File: src/rtl/irad_pkg.sv
// ----------------------------------------------------------------------------
// irad_pkg
// Shared types and constants of the interleaved RTP audio decoder.
// ----------------------------------------------------------------------------
package irad_pkg;

  // Fixed RTP header length in bytes (no CSRC list, no extension)
  localparam int unsigned RtpHeaderBytes = 12;

  localparam int unsigned PosWidth = 17;
  localparam logic [PosWidth-1:0] PosMax = {PosWidth{1'b1}};

  // Frame position of the first payload byte: '$', channel, length, header
  localparam logic [PosWidth-1:0] PayloadFirstPos = PosWidth'(4 + RtpHeaderBytes);
  localparam logic [PosWidth-1:0] PtBytePos       = PosWidth'(5);

  localparam logic [7:0] FrameMarker = 8'h24;

  localparam logic [6:0] PtMulaw = 7'd0;
  localparam logic [6:0] PtAlaw  = 7'd8;

  localparam logic [6:0] L16PtReset = 7'd97;

  // Configuration register indexes
  localparam logic CfgAudioChannel  = 1'b0;
  localparam logic CfgL16PayloadType = 1'b1;

  typedef enum logic [1:0] {
    KindNone  = 2'd0,
    KindL16   = 2'd1,
    KindMulaw = 2'd2,
    KindAlaw  = 2'd3
  } decode_kind_e;

  typedef struct packed {
    logic [7:0] data_byte;
    logic       frame_start;
  } in_word_t;

  typedef struct packed {
    logic signed [15:0] sample;
    logic               last_sample;
  } out_word_t;

endpackage

File: src/rtl/irad_g711_dec.sv
// ----------------------------------------------------------------------------
// irad_g711_dec
// G.711 expander: mu-law or A-law code byte to 16-bit linear PCM.
// ----------------------------------------------------------------------------
module irad_g711_dec import irad_pkg::*; (
  input  logic [7:0]         code_i,
  input  logic               alaw_i,
  output logic signed [15:0] pcm_o
);

  logic [7:0]  mu_v;
  logic [15:0] mu_mag;
  logic [15:0] mu_pcm;
  logic [7:0]  a_v;
  logic [2:0]  a_seg;
  logic [15:0] a_mag;
  logic [15:0] a_pcm;

  // mu-law: complement, rebuild biased magnitude, then remove the bias
  always_comb begin
    mu_v   = ~code_i;
    mu_mag = (16'({mu_v[3:0], 3'b000}) + 16'h0084) << mu_v[6:4];
    mu_pcm = mu_v[7] ? (16'h0084 - mu_mag) : (mu_mag - 16'h0084);
  end

  // A-law: undo even-bit inversion; the lowest segment has no implied one
  always_comb begin
    a_v   = code_i ^ 8'h55;
    a_seg = a_v[6:4];
    if (a_seg == 3'd0) begin
      a_mag = 16'({a_v[3:0], 4'b0000}) + 16'h0008;
    end else begin
      a_mag = (16'({a_v[3:0], 4'b0000}) + 16'h0108) << (a_seg - 3'd1);
    end
    a_pcm = a_v[7] ? a_mag : (16'h0000 - a_mag);
  end

  assign pcm_o = alaw_i ? a_pcm : mu_pcm;

endmodule

File: src/rtl/interleaved_rtp_audio_decoder_core.sv
// ----------------------------------------------------------------------------
// interleaved_rtp_audio_decoder_core
// Byte-serial decoder of TCP-interleaved RTP audio frames to 16-bit PCM.
// ----------------------------------------------------------------------------
// Usage:
//   in_*   : one frame byte per word; frame_start marks the '$' byte.
//   out_*  : one PCM sample per word; last_sample flags the frame's final one.
//   cfg_*  : write-only registers (audio channel, L16 payload type); the user
//            must write them only while the block is idle (not enforced).
// Frames on another channel, shorter than the RTP header, or with an unknown
// payload type give no words. L16 pairs bytes big-endian; PCMU/PCMA bytes are
// expanded and each sample is sent twice.
// Latency: a result appears on out_* the cycle after its byte is accepted.
// Throughput: header and L16 bytes are taken every cycle while out_ready_i
// is high; a G.711 byte yields two words through the single output port, so
// the next byte waits for the pair to drain. A two-entry result buffer sets
// this: a byte is taken only when the buffer is or becomes empty that cycle.
// Reset: all frame state clears, no frame is active, the audio channel is 0
// and the L16 payload type is 97. When the receiver stalls, the buffer holds
// and in_ready_o drops until it drains; no word is lost.
// ----------------------------------------------------------------------------
module interleaved_rtp_audio_decoder_core import irad_pkg::*; (
  input  logic      clk_i,
  input  logic      rst_ni,
  input  logic      in_valid_i,
  output logic      in_ready_o,
  input  in_word_t  in_word_i,
  output logic      out_valid_o,
  input  logic      out_ready_i,
  output out_word_t out_word_o,
  input  logic      cfg_we_i,
  input  logic      cfg_idx_i,
  input  logic [7:0] cfg_data_i
);

  // Configuration registers
  logic [7:0] audio_ch_q;
  logic [6:0] l16_pt_q;

  // Frame state
  logic [PosWidth-1:0] pos_q, pos_d;
  logic [15:0]         flen_q, flen_d;
  logic                acc_q, acc_d;
  decode_kind_e        kind_q, kind_d;
  logic [7:0]          held_q, held_d;

  // Result buffer: slot0 faces the output port
  out_word_t  slot0_q, slot1_q;
  logic [1:0] cnt_q;

  logic in_fire, out_fire;
  logic [1:0] n_res;
  out_word_t  res0, res1;

  logic [7:0]          b;
  logic [PosWidth-1:0] idx;
  logic [PosWidth-1:0] frame_end;
  logic [PosWidth-1:0] p;
  logic [15:0]         plen;
  logic [6:0]          pt;
  logic signed [15:0]  g711_pcm;

  assign out_valid_o = (cnt_q != 2'd0);
  assign out_word_o  = slot0_q;
  assign out_fire    = out_valid_o && out_ready_i;
  // Take a byte only when the buffer is free by the end of this cycle
  assign in_ready_o  = (cnt_q == 2'd0) || ((cnt_q == 2'd1) && out_ready_i);
  assign in_fire     = in_valid_i && in_ready_o;

  assign b = in_word_i.data_byte;

  // The decode kind changes only on the '$' and payload type bytes, not on a
  // payload byte, so the stored kind selects the expander
  irad_g711_dec u_g711 (
    .code_i (b),
    .alaw_i (kind_q == KindAlaw),
    .pcm_o  (g711_pcm)
  );

  // Per-byte frame walk, mirrors one step of the frame parser
  always_comb begin
    pos_d  = pos_q;
    flen_d = flen_q;
    acc_d  = acc_q;
    kind_d = kind_q;
    held_d = held_q;
    n_res  = 2'd0;
    res0   = '{sample: g711_pcm, last_sample: 1'b0};
    res1   = '{sample: g711_pcm, last_sample: 1'b0};
    idx    = pos_q;
    pt     = b[6:0];
    if (in_word_i.frame_start) begin
      idx    = '0;
      flen_d = '0;
      kind_d = KindNone;
      held_d = '0;
    end
    frame_end = PosWidth'(3) + PosWidth'(flen_d);
    p         = idx - PayloadFirstPos;
    plen      = flen_d - 16'(RtpHeaderBytes);
    // Drop stray bytes outside any frame
    if (in_word_i.frame_start || (pos_q != '0)) begin
      pos_d = (idx != PosMax) ? idx + PosWidth'(1) : idx;
      case (idx)
        PosWidth'(0): acc_d = (b == FrameMarker);
        PosWidth'(1): acc_d = acc_q && (b == audio_ch_q);
        PosWidth'(2): flen_d = {b, 8'h00};
        PosWidth'(3): begin
          flen_d = {flen_d[15:8], b};
          if ({flen_d[15:8], b} < 16'(RtpHeaderBytes)) begin
            acc_d = 1'b0;
          end
        end
        default: begin
          if (acc_q && (idx <= frame_end)) begin
            if (idx == PtBytePos) begin
              if (pt == l16_pt_q) begin
                kind_d = KindL16;
              end else if (pt == PtMulaw) begin
                kind_d = KindMulaw;
              end else if (pt == PtAlaw) begin
                kind_d = KindAlaw;
              end else begin
                kind_d = KindNone;
                acc_d  = 1'b0;
              end
            end
            if (acc_d && (idx >= PayloadFirstPos)) begin
              case (kind_d)
                KindL16: begin
                  if (!p[0]) begin
                    held_d = b;
                  end else begin
                    res0.sample      = {held_d, b};
                    res0.last_sample = ({1'b0, p} + 18'd2) >= 18'(plen);
                    n_res            = 2'd1;
                  end
                end
                KindMulaw, KindAlaw: begin
                  res1.last_sample = ({1'b0, p} + 18'd1) == 18'(plen);
                  n_res            = 2'd2;
                end
                default: n_res = 2'd0;
              endcase
            end
          end
        end
      endcase
      // Close the frame once its length is used up
      if ((idx >= PosWidth'(4)) && (idx >= frame_end)) begin
        acc_d = 1'b0;
      end
    end
  end

  // Configuration writes
  always_ff @(posedge clk_i or negedge rst_ni) begin
    if (!rst_ni) begin
      audio_ch_q <= '0;
      l16_pt_q   <= L16PtReset;
    end else if (cfg_we_i) begin
      case (cfg_idx_i)
        CfgAudioChannel:   audio_ch_q <= cfg_data_i;
        CfgL16PayloadType: l16_pt_q   <= cfg_data_i[6:0];
        default:           audio_ch_q <= audio_ch_q;
      endcase
    end
  end

  // Frame state: advance on each accepted byte
  always_ff @(posedge clk_i or negedge rst_ni) begin
    if (!rst_ni) begin
      pos_q  <= '0;
      flen_q <= '0;
      acc_q  <= 1'b0;
      kind_q <= KindNone;
      held_q <= '0;
    end else if (in_fire) begin
      pos_q  <= pos_d;
      flen_q <= flen_d;
      acc_q  <= acc_d;
      kind_q <= kind_d;
      held_q <= held_d;
    end
  end

  // Result buffer: load a fresh result set, or shift one out per pop
  always_ff @(posedge clk_i or negedge rst_ni) begin
    if (!rst_ni) begin
      cnt_q <= 2'd0;
    end else if (in_fire && (n_res != 2'd0)) begin
      cnt_q <= n_res;
    end else if (out_fire) begin
      cnt_q <= cnt_q - 2'd1;
    end
  end

  always_ff @(posedge clk_i) begin
    if (in_fire && (n_res != 2'd0)) begin
      slot0_q <= res0;
      slot1_q <= res1;
    end else if (out_fire) begin
      slot0_q <= slot1_q;
    end
  end

  // A byte is taken only into an empty or draining buffer
  a_in_buffer_free: assert property (@(posedge clk_i) disable iff (!rst_ni)
    in_fire |-> ((cnt_q == 2'd0) || out_fire))
    else $error("byte accepted while results still pending");

  // A G.711 byte leaves exactly two words queued
  a_g711_pair: assert property (@(posedge clk_i) disable iff (!rst_ni)
    (in_fire && (n_res == 2'd2)) |=> (cnt_q == 2'd2))
    else $error("G.711 byte did not queue two samples");

  // The first copy of an upsampled pair never carries the frame-end flag
  a_first_copy_unflagged: assert property (@(posedge clk_i) disable iff (!rst_ni)
    (cnt_q == 2'd2) |-> !slot0_q.last_sample)
    else $error("first sample of a pair flagged as last");

endmodule
File: config.mk
export PLATFORM = sky130hd
export DESIGN_NAME = interleaved_rtp_audio_decoder_core
export DESIGN_NICKNAME = d
export VERILOG_FILES = /design/src/rtl/irad_pkg.sv /design/src/rtl/irad_g711_dec.sv /design/src/rtl/interleaved_rtp_audio_decoder_core.sv
export SDC_FILE = /design/constraint.sdc
export NUM_CORES = 1
export LEC_CHECK = 0
export BUFFER_PORTS_ARGS = -buffer_cell sky130_fd_sc_hd__buf_4
export CAP_MARGIN = 20
export CORE_ASPECT_RATIO = 0.5
export CORE_MARGIN = 4
export CORE_UTILIZATION = 59
export CTS_BUF_LIST = sky130_fd_sc_hd__clkbuf_8
export DETAILED_ROUTE_END_ITERATION = 7
export PLACE_DENSITY = 0.84
export SLEW_MARGIN = 5
export SYNTH_ARGS = -nofsm -noshare
export SYNTH_HDL_FRONTEND = slang
export SYNTH_HIERARCHICAL = 1
export SYNTH_SLANG_ARGS = --single-unit
File: constraint.sdc
create_clock -name clk_i -period 4.94 [get_ports clk_i]
set_input_delay 0.247 -clock clk_i [delete_from_list [all_inputs] [get_ports clk_i]]
set_output_delay 0.247 -clock clk_i [all_outputs]
set_load 0.02 [all_outputs]
# Word level (Yosys, flattened, before mapping)
# Cells that the tools add are included.
# op_classes
addsub	14
n_mux	54
n_reduce_logical	26
eq_ne	17
shift	2
order_cmp	6
n_bitwise	7
# ops
op	n
2-to-1 mux 17 bit	10
2-to-1 mux 16 bit	6
2-to-1 mux 8 bit	7
equality test 17 x 2 -> 1 bit (second input constant)	2
2-to-1 mux 2 bit	17
one-hot mux 16 bit (2 select lines)	1
left shift 16 x 3 -> 16 bit	2
adder 17 x 1 -> 18 bit (second input constant)	1
adder 17 x 2 -> 18 bit (second input constant)	1
equality test 18 x 16 -> 1 bit	1
>= comparator 18 x 16 -> 1 bit	1
adder 17 x 1 -> 17 bit (second input constant)	1
adder 2 x 16 -> 17 bit (first input constant)	1
equality test 17 x 1 -> 1 bit (second input constant)	1
equality test 17 x 3 -> 1 bit (second input constant)	1
>= comparator 17 bit	1
>= comparator 17 x 3 -> 1 bit (second input constant)	1
>= comparator 17 x 5 -> 1 bit (second input constant)	1
<= comparator 17 bit	1
logical NOT 17 bit	1
inequality test 17 bit (second input constant)	1
nonzero test 17 bit	1
subtractor 17 x 5 -> 17 bit (second input constant)	1
< comparator 16 x 4 -> 1 bit (second input constant)	1
35 further kinds	64
# totals
output_inout_bits	19
word_cells	138
ff_bits	95
input_bits	23

# Depth between registers and ports, before layout
# logic_depth
word_depth	18
mapped_depth	25

# By module
# Netlist, hierarchy kept.
# modules_own_cells
module	seq_area_each_um2	area_per_inst_um2	cells_per_inst	n_inst
interleaved_rtp_audio_decoder_core	2551.2	7458.4	797	1
irad_g711_dec	0.0	2070.7	310	1

# Worst setup path before layout
# OpenSTA, ideal clock, no wires.
# synth_timing
path_type	input to register
startpoint	in in_word_i[0] (netlist name)
endpoint	reg slot0_q (netlist bit out_word_o[0]) (enable)
t_arrival_ps	5650
path_stages	24
setup_ps	376
slack_ps	-1086
path_buffers	9
path_cell_list	buf_2 > clkbuf_1 > clkbuf_1 > clkbuf_1 > clkbuf_1 > clkbuf_1 > buf_1 > nor2b_1 > ha_1 > nand4b_2 > nor3_1 > xnor2_1 > nand2_1 > ha_1 > nand4_1 > or4b_1 > mux2_2 > nor2_2 > nand4_2 > a21oi_4 > o21a_1 > buf_4 > buf_6 > nand2b_1
# synth_via
elab_chain_len	16
# synth_lines
element	line	rtl
from (decl)	interleaved_rtp_audio_decoder_core.sv:27	input in_word_t in_word_i,
parallel branches: the longest is 12 deep, another holds adder 2 x 16 -> 17 bit	-	
2-to-1 mux 2 bit *	interleaved_rtp_audio_decoder_core.sv:102	if (in_word_i.frame_start || (pos_q != '0)) begin
nonzero test 2 bit *	interleaved_rtp_audio_decoder_core.sv:199	if (in_fire && (n_res != 2'd0)) begin
logical AND 1 bit *	interleaved_rtp_audio_decoder_core.sv:199	
nonzero test 2 bit (no source line) *	-	
to (signal assigned)	interleaved_rtp_audio_decoder_core.sv:200	slot0_q <= res0;
to (signal assigned)	interleaved_rtp_audio_decoder_core.sv:203	slot0_q <= slot1_q;
to (decl)	interleaved_rtp_audio_decoder_core.sv:48	out_word_t slot0_q, slot1_q;
# Mark *: on every way between the ends. The select of a mux whose other input is x is not followed.
# A chain may end at the register's enable or synchronous reset.

# Final worst setup path
# layout_timing
startpoint	reg pos_q[5]
endpoint	reg slot0_q (netlist bit out_word_o[0]) (data pin)
# layout_via
elab_chain_len	16
# layout_lines
element	line	rtl
from (decl)	interleaved_rtp_audio_decoder_core.sv:41	logic [PosWidth-1:0] pos_q, pos_d;
from (signal assigned)	interleaved_rtp_audio_decoder_core.sv:179	pos_q <= pos_d;
parallel branches: the longest is 15 deep, another holds adder 17 x 2 -> 18 bit	-	
2-to-1 mux 17 bit *	interleaved_rtp_audio_decoder_core.sv:199	
# Marked as above.

==> impl_metrics.py <==
metrics = {
    "run_status": {
        "status": "complete, no violations",
    },
    "critical_path": {
        "crit_fanout": 9,
        "cp_num_buf_inv": 1,
        "required_ns": 5.07,
        "cp_top_family": "simple AND/OR/NAND/NOR gates",
        "r2r_slack_ns": 0.21,
        "crit_slowest_cell": "dfrtp_1",
        "cp_cell_sequence": "nor2b_1 -> inv_1 -> ha_1 -> nor3b_1 -> nand2_1 -> or2_2 -> nor3_1 -> a31oi_1 -> mux2_2 -> ha_1 -> and4_1 -> a221oi_1 -> a21oi_1 -> o31ai_1 -> nor3b_1 -> mux2i_1",
        "arrival_ns": 4.86,
        "start_kind": "flip-flop",
        "rr_worst_depth": 16,
        "setup.worst_path.class": "flip-flop to flip-flop",
        "end_kind": "flip-flop",
        "max_stage_delay_ns": 0.52,
        "worstSetupPathDepth": 16,
    },
    "global_routing": {
        "gr-total-overflow": 0,
        "grt_max_degree": 62,
        "grt_pass1_vias": 8513,
        "grt.total_usage_pct": 28.5,
        "grt_pass1_wl_um": 43400,
        "antenna_found_initial": 0,
    },
    "placement": {
        "placedInstanceArea_um2": 9860,
        "dp_hpwl_um": 19500,
        "gp_congestion": 1.01,
        "port_buffers": 41,
        "dp_slack_ns": 0.259,
    },
    "final_layout": {
        "final_cell_area_um2": 10100,
        "ff_latch_area_um2": 2550,
        "final_layout_size_suffix_gt1_share_pct": 15.2,
        "multi_input_area_um2": 6460,
        "n_antenna_cell": 0,
        "fin_nets": 1172,
        "area_growth_pct": 5.78,
        "final_util_pct": 64.6,
        "fillCellCount": 1285,
    },
    "timing": {
        "fmax_ghz": 0.212,
        "setup_viol": 0,
        "holdWs_ns": 0.0949,
        "tns_ns": 0,
        "clock_skew_ns": 0.0150,
        "drv_slew": 0,
        "hold_violations": 0,
        "worstMarginPinSlew_ns": 1.09,
        "rsz0062_at_grt": "no",
        "relSlewSlack_pct": 26.3,
        "layout_min_cycle_time_ns": 4.73,
        "fin_ws_ns": 0.213,
        "min_period_over_period_pct": 95.7,
    },
    "clock_tree": {
        "post_cts_buffers": 0,
        "cts_buffer_depth": 2,
        "cts_tree": "done",
        "root_buffer": "clkbuf_8",
        "cts_buffers": 9,
        "h-tree-depth": 3,
        "clk_pin_slew_ns": 0.11,
        "clk_latency_ns": 0.39,
        "clock_sinks": 95,
    },
    "floorplanning": {
        "die_h_um": 97.9,
        "placeableCoreArea_um2": 15600,
        "start_util_pct": 61.0,
        "io_pins": 42,
        "std_cell_rows": 32,
        "fp.dieW_um": 188,
        "dieArea_um2": 18400,
    },
    "synth": {
        "netlist_area_um2": 9530,
        "synth_top_area_share_pct": 15.2,
        "ys_types": 92,
        "synth_ff_type": "dfrtp_1",
        "synthesis.yosys.warnings": 6,
        "synthTopCellsByCount": "106 x nand2_1, 77 x xnor2_1, 63 x nor2_1",
        "yosysTopAreaCell": "dfrtp_1",
        "yosysSeqAreaShare_pct": 26.8,
        "syn_inst": 1107,
        "synth.most_common_cell": "nand2_1",
        "synth_edf_count": 34,
        "yosys-top-cells-area": "dfrtp_1 15%, edfxtp_1 11%, xnor2_1 7.1%, ha_1 6.8%, mux2_2 6.3%",
        "avgSynthCellArea_um2": 8.61,
        "ys_ff_latch": 95,
        "synthArstFlopShare_pct": 64.2,
    },
    "worst_hold_path": {
        "hold_path_class": "primary input to flip-flop",
        "worstHoldPathCells": 2,
    },
    "detailed_routing": {
        "routedWlPerCell_um": 20.6,
        "initialDrtViolationCount": 900,
        "remaining_drc_errors": 0,
        "vias": 8831,
        "viasPerCell": 6.76,
        "drt-total-wl_um": 26800,
        "drtPass1Iterations": 6,
        "final_antenna_net_count": 0,
    },
    "power_and_ir_drop": {
        "ir_drop_v": 0.000232,
        "power.density_nw_per_um2": 346,
        "p_leak_nw": 4.00,
    },
    "job": {
        "cap_violations": 0,
    },
}
-- per-stage QoR --
step	total power, mW	instances
final	3.49	1306
after global routing	3.71	1306
after CTS	3.47	1306
after detailed placement	2.92	1289
after global placement	2.86	1289
after floorplan	2.43	1108
-- timing repair --
action	4_1_cts	5_1_grt
endpoints found under the hold margin	58	0
gates resized for setup	0	0
hold buffers	1	0
-- where the power goes --
part           total (mW)  internal, mW  switching (mW)
Sequential           1.06         0.933           0.125
Combinational        1.89         0.814            1.08
Clock               0.542         0.205           0.337
Total                3.49          1.95            1.54
-- kinds of logic (layout without fill, tap and decap cells) --
family	count (synthesis)	count (layout)	synth area share (%)
mux	80	80	9.55
simple gates	402	402	22.5
fa+ha+maj	52	52	6.83
flops	95	95	26.8
other cells	1	2	0.0394
xor+xnor	96	96	8.82
buf+inv	116	110	5.67
compound gates	265	265	19.8
-- sequential cells by signal, indices dropped and copies added, names as in the netlist --
name and count:
cnt_q 2, acc_q 1, held_q 8, out_word_o 17, pos_q 17, flen_q 16
kind_q 2, audio_ch_q 8, l16_pt_q 7, slot1_q 17
-- metal layers --
metal / share of wire (%) / up-vias / wire [um] / track usage, %
met2: 46 / 451 / 12400 / 46.4
met1: 44 / 4253 / 11800 / 39.0
li1: - / 4055 / - / -
met3: 7.2 / 72 / 1930 / 4.00
met5: 0 / - / 0 / 0
met4: 2.8 / 0 / 754 / 10.6
-- worst paths after layout --
kind,startpoint,end
setup / recovery,pos_q[5]$_DFFE_PN0P_,out_word_o[0]$_DFFE_PP_
hold / removal,cfg_data_i[7],audio_ch_q[7]$_DFFE_PN0P_
setup reg to reg,pos_q[5]$_DFFE_PN0P_,out_word_o[0]$_DFFE_PP_
hold reg to reg,held_q[5]$_DFFE_PN0P_,held_q[5]$_DFFE_PN0P_
max in group asynchronous,rst_ni,pos_q[7]$_DFFE_PN0P_
min in group asynchronous,rst_ni,audio_ch_q[3]$_DFFE_PN0P_
-- cell type report --
cell class,instances,area share [%]
Clock buffer,9,1.23
Tap cell,204,2.53
Clock inverter,7,0.807
Multi-Input combinational cell,897,64.1
Sequential cell,95,25.3
Inverter,28,1.04
Timing Repair Buffer,66,4.94
-- cell usage in the layout (no fill, tap or decap), types with 9 or more instances in the layout --
| cell | instances |
|---|---|
| nand2_1 | 106 |
| xnor2_1 | 77 |
| buf_4 | 65 |
| nor2_1 | 63 |
| dfrtp_1 | 58 |
| o21ai_0 | 54 |
| mux2_2 | 53 |
| ha_1 | 51 |
| a21oi_1 | 48 |
| nor3_1 | 37 |
| edfxtp_1 | 34 |
| nand3_1 | 33 |
| nor2b_1 | 32 |
| inv_1 | 27 |
| a22o_1 | 24 |
| nand4_1 | 21 |
| mux2i_1 | 20 |
| xor2_1 | 19 |
| a21o_1 | 15 |
| nor4_1 | 14 |
| a211oi_1 | 14 |
| and2_1 | 12 |
| nand2b_1 | 12 |
| o211ai_1 | 12 |
| o21a_1 | 10 |
| a31oi_1 | 9 |
| clkbuf_8 | 9 |
Note: power is estimated with default switching activity, not from simulation.
